[src/hdl/lmf_pkg.sv]
// Shared types and constants for the 3x3 local maxima finder.
package lmf_pkg;

   localparam int DEF_MAX_COLS   = 1024;
   localparam int DEF_MAX_ROWS   = 1024;
   localparam int DEF_PIXEL_BITS = 16;

   localparam int SIZE_BITS     = 11;
   localparam int COUNT_BITS    = 16;
   localparam int VALUE_BITS    = 16;
   localparam int COORD_BITS    = 10;
   localparam int CSR_IDX_BITS  = 2;
   localparam int CSR_DATA_BITS = 16;
   localparam int QUEUE_DEPTH   = 2;

   localparam logic [CSR_IDX_BITS-1:0] CSR_IMAGE_COLS = 2'd0;
   localparam logic [CSR_IDX_BITS-1:0] CSR_IMAGE_ROWS = 2'd1;
   localparam logic [CSR_IDX_BITS-1:0] CSR_MAX_COUNT  = 2'd2;

   typedef enum logic [1:0] {
      KIND_PEAK     = 2'd0,
      KIND_DONE     = 2'd1,
      KIND_OVERFLOW = 2'd2
   } lmf_kind_type;

   typedef struct packed {
      logic [SIZE_BITS-1:0]  image_cols;
      logic [SIZE_BITS-1:0]  image_rows;
      logic [COUNT_BITS-1:0] max_count;
   } lmf_cfg_type;

   typedef struct packed {
      lmf_kind_type          kind;
      logic [VALUE_BITS-1:0] peak_value;
      logic [COORD_BITS-1:0] peak_x;
      logic [COORD_BITS-1:0] peak_y;
      logic [COUNT_BITS-1:0] found_count;
      logic                  last_of_frame;
   } lmf_result_type;

   typedef struct packed {
      logic           two;
      lmf_result_type first;
      lmf_result_type second;
   } lmf_group_type;

endpackage

[src/hdl/lmf_queue.sv]
// Short queue of result groups between front end and back end.
module lmf_queue (
   input  logic                   clock,
   input  logic                   reset,
   input  logic                   push,
   input  lmf_pkg::lmf_group_type push_data,
   output logic                   full,
   input  logic                   pop,
   output logic                   head_valid,
   output lmf_pkg::lmf_group_type head_data
);
   import lmf_pkg::*;

   localparam int DEPTH = QUEUE_DEPTH;
   localparam int AW    = (DEPTH > 1) ? $clog2(DEPTH) : 1;
   localparam int NW    = $clog2(DEPTH + 1);

   lmf_group_type  entry_ff [DEPTH];
   logic [AW-1:0]  wr_ptr_ff, wr_ptr_in;
   logic [AW-1:0]  rd_ptr_ff, rd_ptr_in;
   logic [NW-1:0]  fill_ff, fill_in;
   logic           do_push, do_pop;

   assign full       = fill_ff == NW'(DEPTH);
   assign head_valid = fill_ff != '0;
   assign head_data  = entry_ff[rd_ptr_ff];
   assign do_push    = push && !full;
   assign do_pop     = pop && head_valid;

   always_comb begin
      wr_ptr_in = wr_ptr_ff;
      rd_ptr_in = rd_ptr_ff;
      fill_in   = fill_ff;
      if (do_push) begin
         wr_ptr_in = (wr_ptr_ff == AW'(DEPTH - 1)) ? '0 : wr_ptr_ff + AW'(1);
      end
      if (do_pop) begin
         rd_ptr_in = (rd_ptr_ff == AW'(DEPTH - 1)) ? '0 : rd_ptr_ff + AW'(1);
      end
      if (do_push && !do_pop) begin
         fill_in = fill_ff + NW'(1);
      end else if (do_pop && !do_push) begin
         fill_in = fill_ff - NW'(1);
      end
   end

   always_ff @(posedge clock) begin
      if (reset) begin
         wr_ptr_ff <= '0;
         rd_ptr_ff <= '0;
         fill_ff   <= '0;
      end else begin
         wr_ptr_ff <= wr_ptr_in;
         rd_ptr_ff <= rd_ptr_in;
         fill_ff   <= fill_in;
      end
   end

   always_ff @(posedge clock) begin
      if (do_push) begin
         entry_ff[wr_ptr_ff] <= push_data;
      end
   end

endmodule

[config.mk]
export PLATFORM = sky130hd
export DESIGN_NAME = lmf_queue
export DESIGN_NICKNAME = d
export VERILOG_FILES = /design/src/hdl/lmf_pkg.sv /design/src/hdl/lmf_queue.sv
export SDC_FILE = /design/constraint.sdc
export NUM_CORES = 1
export LEC_CHECK = 0
export ABC_AREA = 1
export BUFFER_PORTS_ARGS = -buffer_cell sky130_fd_sc_hd__buf_2
export CORE_UTILIZATION = 30
export DETAILED_ROUTE_END_ITERATION = 6
export PLACE_DENSITY = 0.49
export SYNTH_ARGS = -nofsm -noshare
export SYNTH_HDL_FRONTEND = slang
export SYNTH_SLANG_ARGS = --single-unit
export TNS_END_PERCENT = 5
[constraint.sdc]
create_clock -name clock -period 11.5 [get_ports clock]
set_clock_uncertainty 0.2 [all_clocks]
set_input_delay 0.575 -clock clock [delete_from_list [all_inputs] [get_ports clock]]
set_output_delay 0.575 -clock clock [all_outputs]
set_load 0.02 [all_outputs]
Yosys cells after proc, flatten, opt, wreduce, memory -nomap -nowiden
Memories as Yosys holds them, arrays and structs flattened. A register that Yosys moved wholly into a read port is not among the register bits.
Cells that the tools add are included.
W data, S select, Z words.
{"block": "word_totals", "ramBits": 222, "in_bits": 115, "n_memories": 1, "reg_bits": 4, "output_inout_bits": 113, "word_cells": 26}
{"block": "classes", "n_eq_ne": 1, "n_mux": 8, "n_reduce_logical": 9, "n_addsub": 4}
{"name": "entry_ff", "words": 2, "word_bits": 111, "read_ports": 1, "rd_ports_with_merged_regs": 1, "write_ports": 1, "line": "lmf_queue.sv:18", "text": "lmf_group_type entry_ff [DEPTH];"}
{"cell": "$mux W1", "count": 6}
{"cell": "$logic_and A1 B1 Y1", "count": 4}
{"cell": "$mux W2", "count": 2}
{"cell": "$reduce_bool A2 Y1", "count": 2}
{"cell": "$logic_not A1 Y1", "count": 3}
{"cell": "$add A1 B1 Y1 const B", "count": 2}
{"cell": "$add A2 B1 Y2 const B", "count": 1}
{"cell": "$eq A2 B2 Y1 const B", "count": 1}
{"cell": "$sub A2 B1 Y2 const B", "count": 1}

Depth between registers and ports, before layout
{"block": "depth", "ltp_word": 7, "ltp_mapped": 10, "ltp_nobuf": 10}

Worst setup path before layout
Ideal clock, no wire load.
{"block": "synth_timing", "path_kind": "input port to flip-flop", "startpoint": "input push", "endpoint": "memory entry_ff[0][0] in the netlist's numbering (enable)", "arrival_ns": 5.347, "setup_ns": 0.583, "required_time_ns": 10.717, "path_slack_ns": 5.371, "stages": 2, "path_cell_list": "o21ai_0 -> nor2_1"}
{"block": "synth_via", "elab_chain_len": 3}
{"item": "from (decl)", "line": "lmf_queue.sv:5", "text": "input logic push,"}
{"item": "$logic_and A1 B1 Y1", "line": "lmf_queue.sv:27", "text": "assign do_push = push && !full;"}
{"item": "$mux W1", "line": "lmf_queue.sv:60", "text": "if (do_push) begin"}
{"item": "$mux W1 (not written as such)", "line": "lmf_queue.sv:61", "text": "entry_ff[wr_ptr_ff] <= push_data;"}
{"item": "to (decl)", "line": "lmf_queue.sv:18"}
No other way between the ends.

==> out/qor.yml <==
post-route-min-period_ns: 3.512
report.final.slew_viol_count: 0
p_per_area_mw_per_mm2: 226.7
grt_pass1_vias: 4497
hold_buffers: 0
postCtsSetupBuffers: 0
cts_tree: "yes"
ir_drop_mv: 0.1194
n_fill_cell: 2543
vias: 4228
drt_iter0_drc: 244
cts_root_buf: "clkbuf_16"
via_per_inst: 4.284
routedWlPerCell_um: 16.89
cts_resized: 0
worstSetupPathType: "flip-flop to output pin"
cp_slowest_cell: "dfxtp_4"
worst_setup_path_start_kind: "flip-flop"
syn_nets: 498
crit_chain: "buf_4 > mux2_2 > buf_2"
dp_hpwl_mm: 10.85
hold_depth: 1
ys_types: 13
r2r_setup_slack_ns: 8.60
ys_ff_latch: 227
ios: 228
placed_cells: 943
multi_input_area_mm2: 0.001375
endpoint_kind: "output pin"
drt_wl_total_mm: 16.67
slew_headroom: 0.3799
clk_pin_slew_ns: 0.06
required_ns: 10.73
port_buffers: 227
tightest_slew_ns: 0.9301
rr_startpoint: "fill_ff[1]"
cts_buffer_depth: 3
pre_cts_slack_ns: 8.323
clk_latency_ns: 0.49
drive_above_1_share: 0.5814
drv_cap: 0
syn-instance-count: 382
arrival_ns: 2.74
hold_class: "primary input to flip-flop"
die_h_um: 168.1
grt_max_degree: 65
grt-ovfl-total: 0
place.gp.congestion: 0.7221
max_clock_freq_mhz: 284.8
slowest_delay_ns: 0.80
core_area_mm2: 0.02703
syn_area_per_cell_um2: 21.67
leakage_nw: 3.889
setup_violations: 0
tns_ns: 0
setup_slack_ns: 7.988
finalCritPeriodShare: 0.3054
endpoint: "head_data[64]"
antenna_left: 0
crit_family: "buffers and inverters"
grt_usage: 0.1139
fp-row-count: 60
die_area_mm2: 0.02827
cts_made_buffers: 25
syn_area_mm2: 0.008279
yosysSeqAreaShare: 0.8173
synth_warnings: 0
instances_no_fill: 987
hold_viol: 0
crit_fanout: 60
final-seq-area_mm2: 0.006770
cp.depth: 3
crit_buf_inv: 2
r2r-end: "entry_ff[0][92]"
rsz0062_at_grt: "false"
die-width_um: 168.1
grt_first_pass_wirelength_mm: 24.85
rr_worst_depth: 5
nNetsFinal: 745
drc: 0
htree_levels: 1
clock-sinks: 227
antenna_found_initial: 2
start_util: 0.3063
areaGrowthSynthToFinish_pct: 27.17
outcome: "finished, final reports clean"
drtPass1Iterations: 4
## per-stage QoR
stage	cell area, um^2	power [mW]	hold slack, ns	util
final	10530	2.387	0.06120	0.3896
after global routing	10530	2.501	0.03431	0.3896
after CTS	10530	2.429	0.03237	0.3895
after detailed placement	9776	1.688	0.2991	0.3617
after global placement	9776	1.676	0.2868	0.3617
after floorplan	8279	1.511	0.2645	-
## cell type report
class / instances / share of cell area
well taps: 341 / 0.04052
flip-flops and latches: 227 / 0.6430
clock buffers: 32 / 0.06191
clock inverters: 11 / 0.009388
inverters: 8 / 0.002852
multi-input cells: 135 / 0.1306
diodes: 1 / 0.0002377
repair buffers: 232 / 0.1115
## metal layers
metal,up-vias,GRT usage,routed length [um],part of all wire
met4,2,0.02688,328,0.020
met1,2064,0.1477,7278,0.44
li1,1990,-,-,-
met3,24,0.04020,1352,0.081
met2,148,0.1828,7693,0.46
met5,-,0,13,0.00078
## worst register-to-register path, cell delays in order, from the launching register on
cell,delay (ns)
dfxtp_1,0.31
inv_1,0.12
o21ai_0,0.27
nor2_4,0.15
buf_4,0.67
buf_4,0.77
## state kept, by name (all words and copies together) (netlist names), named ones only
signal,count
entry_ff,222
fill_ff,2
rd_ptr_ff,1
wr_ptr_ff,1
## logic make-up after synthesis
kind of cell               after synthesis  synth area share
buffers and inverters                   20           0.01844
DFF                                    227            0.8173
adders and majority gates                1          0.001511
and+or+nand+nor                         18          0.008767
muxes                                  111            0.1510
AOI/OAI and AO/OA                        5          0.003022
## worst min-delay path by stage
stage                  start               to  slack, ns
2_1_floorplan      rd_ptr_ff        flip-flop       0.26
3_3_place_gp       rd_ptr_ff        rd_ptr_ff       0.29
3_5_place_dp       rd_ptr_ff        rd_ptr_ff       0.30
4_1_cts        push_data[46]  entry_ff[1][46]       0.03
5_1_grt        push_data[66]  entry_ff[1][66]       0.03
6_report       push_data[46]  entry_ff[1][46]       0.06
## where the power goes
group	switching (mW)	leakage (nW)	internal (mW)
combinational	0.350	1.42	0.215
sequential	0.0431	2.11	1.05
clock	0.291	0.360	0.440
total	0.684	3.89	1.70
## cells in the final DEF (no fill, tap or decap), types with 4 or more instances in the layout
master | synthesis | final
buf_2 | 2 | 227
inv_1 | 8 | 8
nor2_1 | 8 | 6
nand2_1 | 7 | 7
mux2_2 | 111 | 111
dfxtp_1 | 5 | 4
clkbuf_16 | 0 | 25
edfxtp_1 | 222 | 222
clkbuf_1 | 0 | 7
clkinv_1 | 0 | 7
buf_4 | 0 | 5
## Yosys cell counts
library cell  count  area [um^2]
inv_1             8        30.03
ha_1              1        12.51
nand4_1           1        6.260
dfxtp_1           5        100.1
o21ai_0           3        15.01
edfxtp_1        222         6666
a21oi_1           2        10.01
nand2_1           7        26.28
buf_6            10        112.6
buf_2             2        10.01
nor2_1            8        30.03
mux2_2          111         1250
nand3_1           2        10.01
(Power assumes the default switching activity.)
