### src/hdl/lmf_pkg.sv
// Shared types and constants for the 3x3 local maxima finder.
package lmf_pkg;

   localparam int DEF_MAX_COLS   = 1024;
   localparam int DEF_MAX_ROWS   = 1024;
   localparam int DEF_PIXEL_BITS = 16;

   localparam int SIZE_BITS     = 11;
   localparam int COUNT_BITS    = 16;
   localparam int VALUE_BITS    = 16;
   localparam int COORD_BITS    = 10;
   localparam int CSR_IDX_BITS  = 2;
   localparam int CSR_DATA_BITS = 16;
   localparam int QUEUE_DEPTH   = 2;

   localparam logic [CSR_IDX_BITS-1:0] CSR_IMAGE_COLS = 2'd0;
   localparam logic [CSR_IDX_BITS-1:0] CSR_IMAGE_ROWS = 2'd1;
   localparam logic [CSR_IDX_BITS-1:0] CSR_MAX_COUNT  = 2'd2;

   typedef enum logic [1:0] {
      KIND_PEAK     = 2'd0,
      KIND_DONE     = 2'd1,
      KIND_OVERFLOW = 2'd2
   } lmf_kind_type;

   typedef struct packed {
      logic [SIZE_BITS-1:0]  image_cols;
      logic [SIZE_BITS-1:0]  image_rows;
      logic [COUNT_BITS-1:0] max_count;
   } lmf_cfg_type;

   typedef struct packed {
      lmf_kind_type          kind;
      logic [VALUE_BITS-1:0] peak_value;
      logic [COORD_BITS-1:0] peak_x;
      logic [COORD_BITS-1:0] peak_y;
      logic [COUNT_BITS-1:0] found_count;
      logic                  last_of_frame;
   } lmf_result_type;

   typedef struct packed {
      logic           two;
      lmf_result_type first;
      lmf_result_type second;
   } lmf_group_type;

endpackage

### src/hdl/lmf_back.sv
// Back end: unpacks result groups into single items behind an output register.
module lmf_back (
   input  logic                   clock,
   input  logic                   reset,
   input  logic                   head_valid,
   input  lmf_pkg::lmf_group_type head_data,
   output logic                   pop,
   output logic                   rsp_tvalid,
   input  logic                   rsp_tready,
   output lmf_pkg::lmf_result_type rsp_result
);
   import lmf_pkg::*;

   logic           out_valid_ff, out_valid_in;
   lmf_result_type out_ff, out_in;
   logic           second_valid_ff, second_valid_in;
   lmf_result_type second_ff, second_in;
   logic           load;

   assign load = !out_valid_ff || rsp_tready;
   assign pop  = load && !second_valid_ff && head_valid;

   always_comb begin
      out_valid_in    = out_valid_ff;
      out_in          = out_ff;
      second_valid_in = second_valid_ff;
      second_in       = second_ff;
      if (load) begin
         if (second_valid_ff) begin
            out_in          = second_ff;
            out_valid_in    = 1'b1;
            second_valid_in = 1'b0;
         end else if (head_valid) begin
            out_in          = head_data.first;
            out_valid_in    = 1'b1;
            second_in       = head_data.second;
            second_valid_in = head_data.two;
         end else begin
            out_valid_in = 1'b0;
         end
      end
   end

   always_ff @(posedge clock) begin
      if (reset) begin
         out_valid_ff    <= 1'b0;
         second_valid_ff <= 1'b0;
      end else begin
         out_valid_ff    <= out_valid_in;
         second_valid_ff <= second_valid_in;
      end
      out_ff    <= out_in;
      second_ff <= second_in;
   end

   assign rsp_tvalid = out_valid_ff;
   assign rsp_result = out_ff;

endmodule

### config.mk
export PLATFORM = sky130hd
export DESIGN_NAME = lmf_back
export DESIGN_NICKNAME = d
export VERILOG_FILES = /design/src/hdl/lmf_pkg.sv /design/src/hdl/lmf_back.sv
export SDC_FILE = /design/constraint.sdc
export NUM_CORES = 1
export LEC_CHECK = 0
export ABC_CLOCK_PERIOD_IN_PS = 5300
export BUFFER_PORTS_ARGS = -buffer_cell sky130_fd_sc_hd__buf_2
export CORE_ASPECT_RATIO = 0.6
export CORE_MARGIN = 2
export CORE_UTILIZATION = 35
export CTS_CLUSTER_DIAMETER = 200
export DETAILED_ROUTE_END_ITERATION = 6
export GPL_TIMING_DRIVEN = 0
export PLACE_DENSITY = 0.57
export SYNTH_ARGS = -nofsm -noshare
export SYNTH_HDL_FRONTEND = slang
export SYNTH_SLANG_ARGS = --single-unit
### constraint.sdc
create_clock -name clock -period 5.3 [get_ports clock]
set_input_delay 0.53 -clock clock [delete_from_list [all_inputs] [get_ports clock]]
set_output_delay 0.53 -clock clock [all_outputs]
set_load 0.03 [all_outputs]
Word level (Yosys, flattened, before mapping) --
Index checks and enable logic that the tools add are counted.
Operators by class: mux-type cells 6, reductions and logical operators 8, bitwise gates (word level) 1
Operators by type and width (number):
- two-way mux 55 bit | 2
- two-way mux 1 bit | 4
- AND reduction 3 bit | 1
- logical AND 1 bit | 2
- logical NOT 1 bit | 2
- AND reduction 2 bit | 1
- nonzero test 2 bit | 1
- logical OR 1 bit | 1
- NOT 1 bit | 1
Word-level totals: output and inout bits 57, logic and storage cells 29, bits in registers 112, input port bits 115

Longest topological paths before layout --
Gate-level depths: netlist of the first run.
depth in word-level cells 4, mapped depth 4, depth with buffers taken out 2

Least setup slack after synthesis of the first run --
No wires, ideal clock.
kind reg-to-reg, from reg out_valid_ff (netlist: rsp_tvalid), to reg second_ff[0] in the netlist's numbering, enable pin, required time 4.764 ns, arrival time 4.372 ns, library setup time 0.536 ns, path buffers 0, cell stages (with the launch flop) 3, clock period less this slack 4.908 ns, setup slack 0.392 ns, cell sequence dfxtp_1 -> nor2b_1 -> nor3_1
On the way: word-level cells in the longest chain between the ends 3
RTL lines:
- start, declared | RTL line lmf_back.sv:14 | logic out_valid_ff, out_valid_in;
- start signal, assigned | RTL line lmf_back.sv:49 | out_valid_ff <= out_valid_in;
- logical NOT 1 bit | RTL line lmf_back.sv:20 | assign load = !out_valid_ff || rsp_tready;
- logical OR 1 bit | RTL line lmf_back.sv:20
- AND reduction 3 bit (no line)
- end signal, assigned | RTL line lmf_back.sv:53 | second_ff <= second_in;
- end, declared | RTL line lmf_back.sv:17 | lmf_result_type second_ff, second_in;
Every way passes these cells. A chain may end at the register's enable or synchronous reset.

Worst setup path in the final report of the first run --
from reg second_valid_ff, to reg second_ff[54] in the netlist's numbering, enable pin
On the way: word-level cells in the longest chain between the ends 2
RTL lines:
- start, declared | RTL line lmf_back.sv:16 | logic second_valid_ff, second_valid_in;
- start signal, assigned | RTL line lmf_back.sv:50 | second_valid_ff <= second_valid_in;
- NOT 1 bit (no line)
- AND reduction 3 bit (no line)
Every way passes these cells.

==> results.toml, run 1 <==
[run_status]
status = "complete, no violations"

[final_layout]
fin_area_um2 = 5538
nFillCells = 1024
drive_gt1_share_pct = 67.72
area.growth.synth_to_final_pct = 34.57
layout_commonest_cell = "buf_2"
multi_input_area_um2 = 698.2
seqCellArea_um2 = 3343
final_cell_mix = "buf_2, edfxtp_1, mux2_2"
final_util_pct = 48.69
nNetsFinal = 488

[placed_design]
hpwl_um = 6398
gp_congestion = 0.6828
placed_area_um2 = 5264
io_buffer_count = 171
place_ws_ps = 3088

[timing]
fin_ws_ps = 3230
rsz0062_at_grt = "false"
fmax_mhz = 483.0
maxSlewHeadroom_pct = 45.05
finalCritPeriodShare_pct = 39.06
worstMarginPinSlew_ps = 822.3
tns_ps = 0
hold_viol = 0
fin_crit_ps = 2070
finalSetupViolCount = 0
final_max_slew_viol_count = 0
fin_skew_ps = 5.553

[route]
vias_per_cell = 4.340
first_pass_iters = 4
drc = 0
first_iter_violations = 94
wirelength_um = 8676
wl_per_cell_um = 16.10
num_vias = 2339
drtAntennaViolNets = 0

[synthesis]
syn_nets = 300
yosys_warnings = 0
synth-seq-cells = 112
syn-cell-area_um2 = 4115
ys_types = 12
yosysTopAreaCellShare_pct = 80.27
ys_seq_area_share_pct = 81.24
yosysTopAreaCell = "edfxtp_1"
synthTopCellsByArea = "edfxtp_1, mux2_2, buf_6"
syn_avg_cell_area_um2 = 22.24
synth_cells = 185

[clock_tree]
cts-htree-levels = 3
clock_sinks = 112
numCtsBuffers = 9
clk_latency_ps = 340
root_buffer = "clkbuf_16"
cts_hold_buffers = 0
cts_tree = "yes"
clk_pin_slew_ps = 70
cts_max_path_buffers = 2
cts_resized = 0
post-cts-setup-buffers = 0

[setup_path]
cpLargestDelayFamily = "buffers and inverters"
critPathRequiredTime_ps = 5340
cp_num_cells = 6
crit_buf_inv = 5
critPathCaptureType = "flop"
crit_fanout = 11
crit_slowest_cell = "nor3_2"
critPathKind = "flop to flop"
arrival_ps = 2110
crit_chain = "buf_6 -> buf_6 -> nor3_2 -> buf_6 -> buf_6 -> buf_6"
cp-start-kind = "flop"
crit_start = "second_valid_ff$_SDFFE_PP0P_"
worst_path_largest_cell_delay_ps = 580
critical_path.most_common_cell = "buf_6"
timing.rr.start = "second_valid_ff$_SDFFE_PP0P_"
r2r_cells = 6

[power_and_ir_drop]
leakagePower_uw = 0.002204
power_uw = 1932
p_per_area_nw_per_um2 = 348.9
ir_drop_mv = 0.1666

[worst_hold_path]
min_from = "head_data[38]"
hp-class = "input port to flop"
hold_path_depth = 1

[global_route]
grt_pass1_vias = 2436
grt_start_max_net_pins = 32
grt_pass1_wl_um = 13050
antenna_found_initial = 1
gr-total-overflow = 0
grt_use_total_pct = 14.16

[die]
die_x_um = 144.0
start_util_pct = 36.18
io_pins = 172
row_count = 30
die_area_um2 = 12670
die_h_um = 87.99
core-area_um2 = 11370

[job]
maxCapViolCount = 0
==> logic make-up (layout without fill, tap and decap cells) <==
family	Yosys count	in the layout	synth area share [%]
DFF	112	112	81.24
muxes	55	55	15.05
buffers and inverters	9	202	2.098
and+or+nand+nor	7	7	1.004
AOI/OAI and AO/OA	2	2	0.6082
other	0	1	0
==> through the flow <==
| step | instances | hold slack [ps] |
|---|---|---|
| after floorplan | 185 | 523.1 |
| after global placement | 516 | 509.6 |
| after detailed placement | 522 | 530.5 |
| after CTS | 538 | 343.3 |
| after global routing | 538 | 334.0 |
| final | 539 | 360.3 |
==> routing by layer <==
layer	vias to the layer above	routed length (um)	global-route usage, %
li1	1110	-	-
met1	1101	3589	17.04
met2	115	3753	21.73
met3	11	1242	8.584
met4	2	82	3.743
met5	-	8	0
==> layout make-up <==
class	instances	area share, %
buffer	7	1.423
multi-input combinational	64	12.61
timing repair buffer	177	16.90
tap	160	3.615
antenna	1	0.04519
sequential	112	60.37
inverter	2	0.1356
clock inverter	7	0.8360
clock buffer	9	4.067
==> flip-flops by register name, indices dropped and copies added (netlist names) <==
| register | count |
|---|---|
| second_ff | 55 |
| rsp_tvalid | 1 |
| rsp_result | 55 |
| second_valid_ff | 1 |
==> worst paths after layout <==
kind,endpoint,slack [ps]
worst max-delay path,second_ff[54]$_DFFE_PP_,3230
worst min-delay path,second_ff[38]$_DFFE_PP_,360
worst max register to register,second_ff[54]$_DFFE_PP_,3230
worst min register to register,second_valid_ff$_SDFFE_PP0P_,540
==> where the power goes <==
part	switching, uW	leakage [uW]	total (uW)	internal, uW
Sequential	14.2	0.00108	1070	1050
Clock	305	0.000131	623	319
Combinational	147	0.000993	243	96.0
==> synthesized netlist by cell type, drive strengths merged <==
cell     instances
nor2b            1
dfxtp            2
inv              2
nor3             2
o41ai            1
nand4bb          1
nand2b           1
o31a             1
mux2            55
edfxtp         110
nor2             2
buf              7
No activity file was read; power rests on OpenSTA's default activity.
==> inputs of run 2 (changes only) <==
--- a/config.mk
+++ b/config.mk
@@ -5,7 +5,7 @@
 export SDC_FILE = /design/constraint.sdc
 export NUM_CORES = 1
 export LEC_CHECK = 0
-export ABC_CLOCK_PERIOD_IN_PS = 5300
+export ABC_CLOCK_PERIOD_IN_PS = 1750
 export BUFFER_PORTS_ARGS = -buffer_cell sky130_fd_sc_hd__buf_2
 export CORE_ASPECT_RATIO = 0.6
 export CORE_MARGIN = 2
@@ -13,7 +13,7 @@
 export CTS_CLUSTER_DIAMETER = 200
 export DETAILED_ROUTE_END_ITERATION = 6
 export GPL_TIMING_DRIVEN = 0
-export PLACE_DENSITY = 0.57
+export PLACE_DENSITY = 0.6
 export SYNTH_ARGS = -nofsm -noshare
 export SYNTH_HDL_FRONTEND = slang
 export SYNTH_SLANG_ARGS = --single-unit
==> constraint.sdc (replaced) <==
create_clock -name clock -period 1.75 [get_ports clock]
set_input_delay 0.175 -clock clock [delete_from_list [all_inputs] [get_ports clock]]
set_output_delay 0.175 -clock clock [all_outputs]
set_load 0.03 [all_outputs]
==> results.toml, run 2 (same netlist as run 1, synthesis figures left out) <==
[setup_path]
critical_path.most_common_cell = "buf_6"
critPathKind = "flop to flop"
arrival_ps = 1660
worst_path_largest_cell_delay_ps = 410
critPathCaptureType = "flop"
crit_slowest_cell = "nor2_1"
crit_fanout = 11
crit_chain = "buf_6 -> buf_6 -> nor2_1 -> nor2_4 -> buf_4"
critPathRequiredTime_ps = 1840
cp-start-kind = "flop"
r2r_cells = 5

[timing]
rsz0062_at_grt = "false"
final_max_slew_viol_count = 0
finalCritPeriodShare_pct = 89.56
tns_ps = 0
finalSetupViolCount = 0
fin_skew_ps = 6.724
maxSlewHeadroom_pct = 66.66
fin_crit_ps = 1567
worstMarginPinSlew_ps = 498.3
fmax_mhz = 638.1
hold_viol = 0

[clock_tree]
cts_tree = "yes"
numCtsBuffers = 9
clk_pin_slew_ps = 70
cts_max_path_buffers = 2
root_buffer = "clkbuf_16"
cts-htree-levels = 3
clock_sinks = 112
clk_latency_ps = 340

[die]
die_area_um2 = 12670
io_pins = 172
die_x_um = 144.0
start_util_pct = 36.18
row_count = 30
core-area_um2 = 11370
die_h_um = 87.99

[global_route]
grt_use_total_pct = 14.88
antenna_found_initial = 0
grt_start_max_net_pins = 31
grt_pass1_wl_um = 13930
gr-total-overflow = 0
grt_pass1_vias = 2778

[final_layout]
final_cell_mix = "buf_2, edfxtp_1, mux2_2"
layout_commonest_cell = "buf_2"
nNetsFinal = 537
fin_area_um2 = 6091
nFillCells = 950
num_antenna_cells = 0
drive_gt1_share_pct = 61.27
area.growth.synth_to_final_pct = 48.01

[power_and_ir_drop]
p_per_area_nw_per_um2 = 999.9
ir_drop_mv = 0.4346
leakagePower_uw = 0.002436

[route]
wirelength_um = 9092
num_vias = 2529
first_pass_iters = 4
drc = 0
first_iter_violations = 114
vias_per_cell = 4.316
wl_per_cell_um = 15.52
drtAntennaViolNets = 0

[placed_design]
io_buffer_count = 171
placed_area_um2 = 5304
hpwl_um = 5970
gp_congestion = 0.7038

[run_status]
status = "complete, no violations"

[worst_hold_path]
hp-class = "input port to flop"
hold_path_depth = 1

[job]
maxCapViolCount = 0
-- run 2: routing by layer --
layer	global-route usage [%]	wire length (um)
met5	0	0
met4	4.278	101
met3	7.108	1028
met2	25.50	4162
met1	16.83	3799
-- run 2: path summary, 6_finish.rpt --
path                                                    from                        to  slack (ps)
worst max-delay path            second_valid_ff$_SDFFE_PP0P_  rsp_result[20]$_DFFE_PP_         180
worst min-delay path                           head_data[50]   second_ff[50]$_DFFE_PP_          10
worst max register to register  second_valid_ff$_SDFFE_PP0P_  rsp_result[20]$_DFFE_PP_         180
worst min register to register       second_ff[34]$_DFFE_PP_  rsp_result[34]$_DFFE_PP_         550
-- run 2: repair_timing --
action / in CTS / in global routing
setup endpoints to repair: 74 / 0
endpoints found under the hold margin: 42 / 3
resized for setup: 1 / 0
hold buffers: 42 / 3
setup buffers: 5 / 0
-- run 2: worst max-delay path: cells and delay by family, from the launching register on --
kind,cells,cell delay [ps]
flops,1,310
buf+inv,3,500
simple gates,2,490
-- run 2: layout make-up --
cell class / count / area (um^2) / area share [%]
buffer: 7 / 78.83 / 1.294
clock buffer: 10 / 229.0 / 3.759
clock inverter: 5 / 58.81 / 0.9655
tap: 160 / 200.2 / 3.287
multi-input combinational: 65 / 723.2 / 11.87
inverter: 2 / 7.507 / 0.1233
timing repair buffer: 225 / 1446 / 23.75
sequential: 112 / 3347 / 54.95
-- run 2: through the flow --
| step | hold WS [ps] | utilization [%] | cells | total power (uW) | setup slack (ps) |
|---|---|---|---|---|---|
| 2_1_floorplan | 273.9 | - | 185 | 3722 | -570.2 |
| 6_report | 12.24 | 53.55 | 586 | 6090 | 182.8 |
| 4_1_cts | 0.6525 | 53.29 | 583 | 6153 | 165.2 |
| 5_1_grt | -0.1845 | 53.55 | 586 | 6326 | 122.0 |
| 3_5_place_dp | 353.1 | 46.63 | 520 | 4053 | -322.8 |
| 3_3_place_gp | 352.3 | 45.73 | 516 | 3999 | -1339 |
-- run 2: power breakdown --
| part | internal [uW] | switching (uW) |
|---|---|---|
| clock | 1100 | 903 |
| sequential | 3190 | 43.5 |
| combinational | 383 | 472 |
| total | 4670 | 1420 |
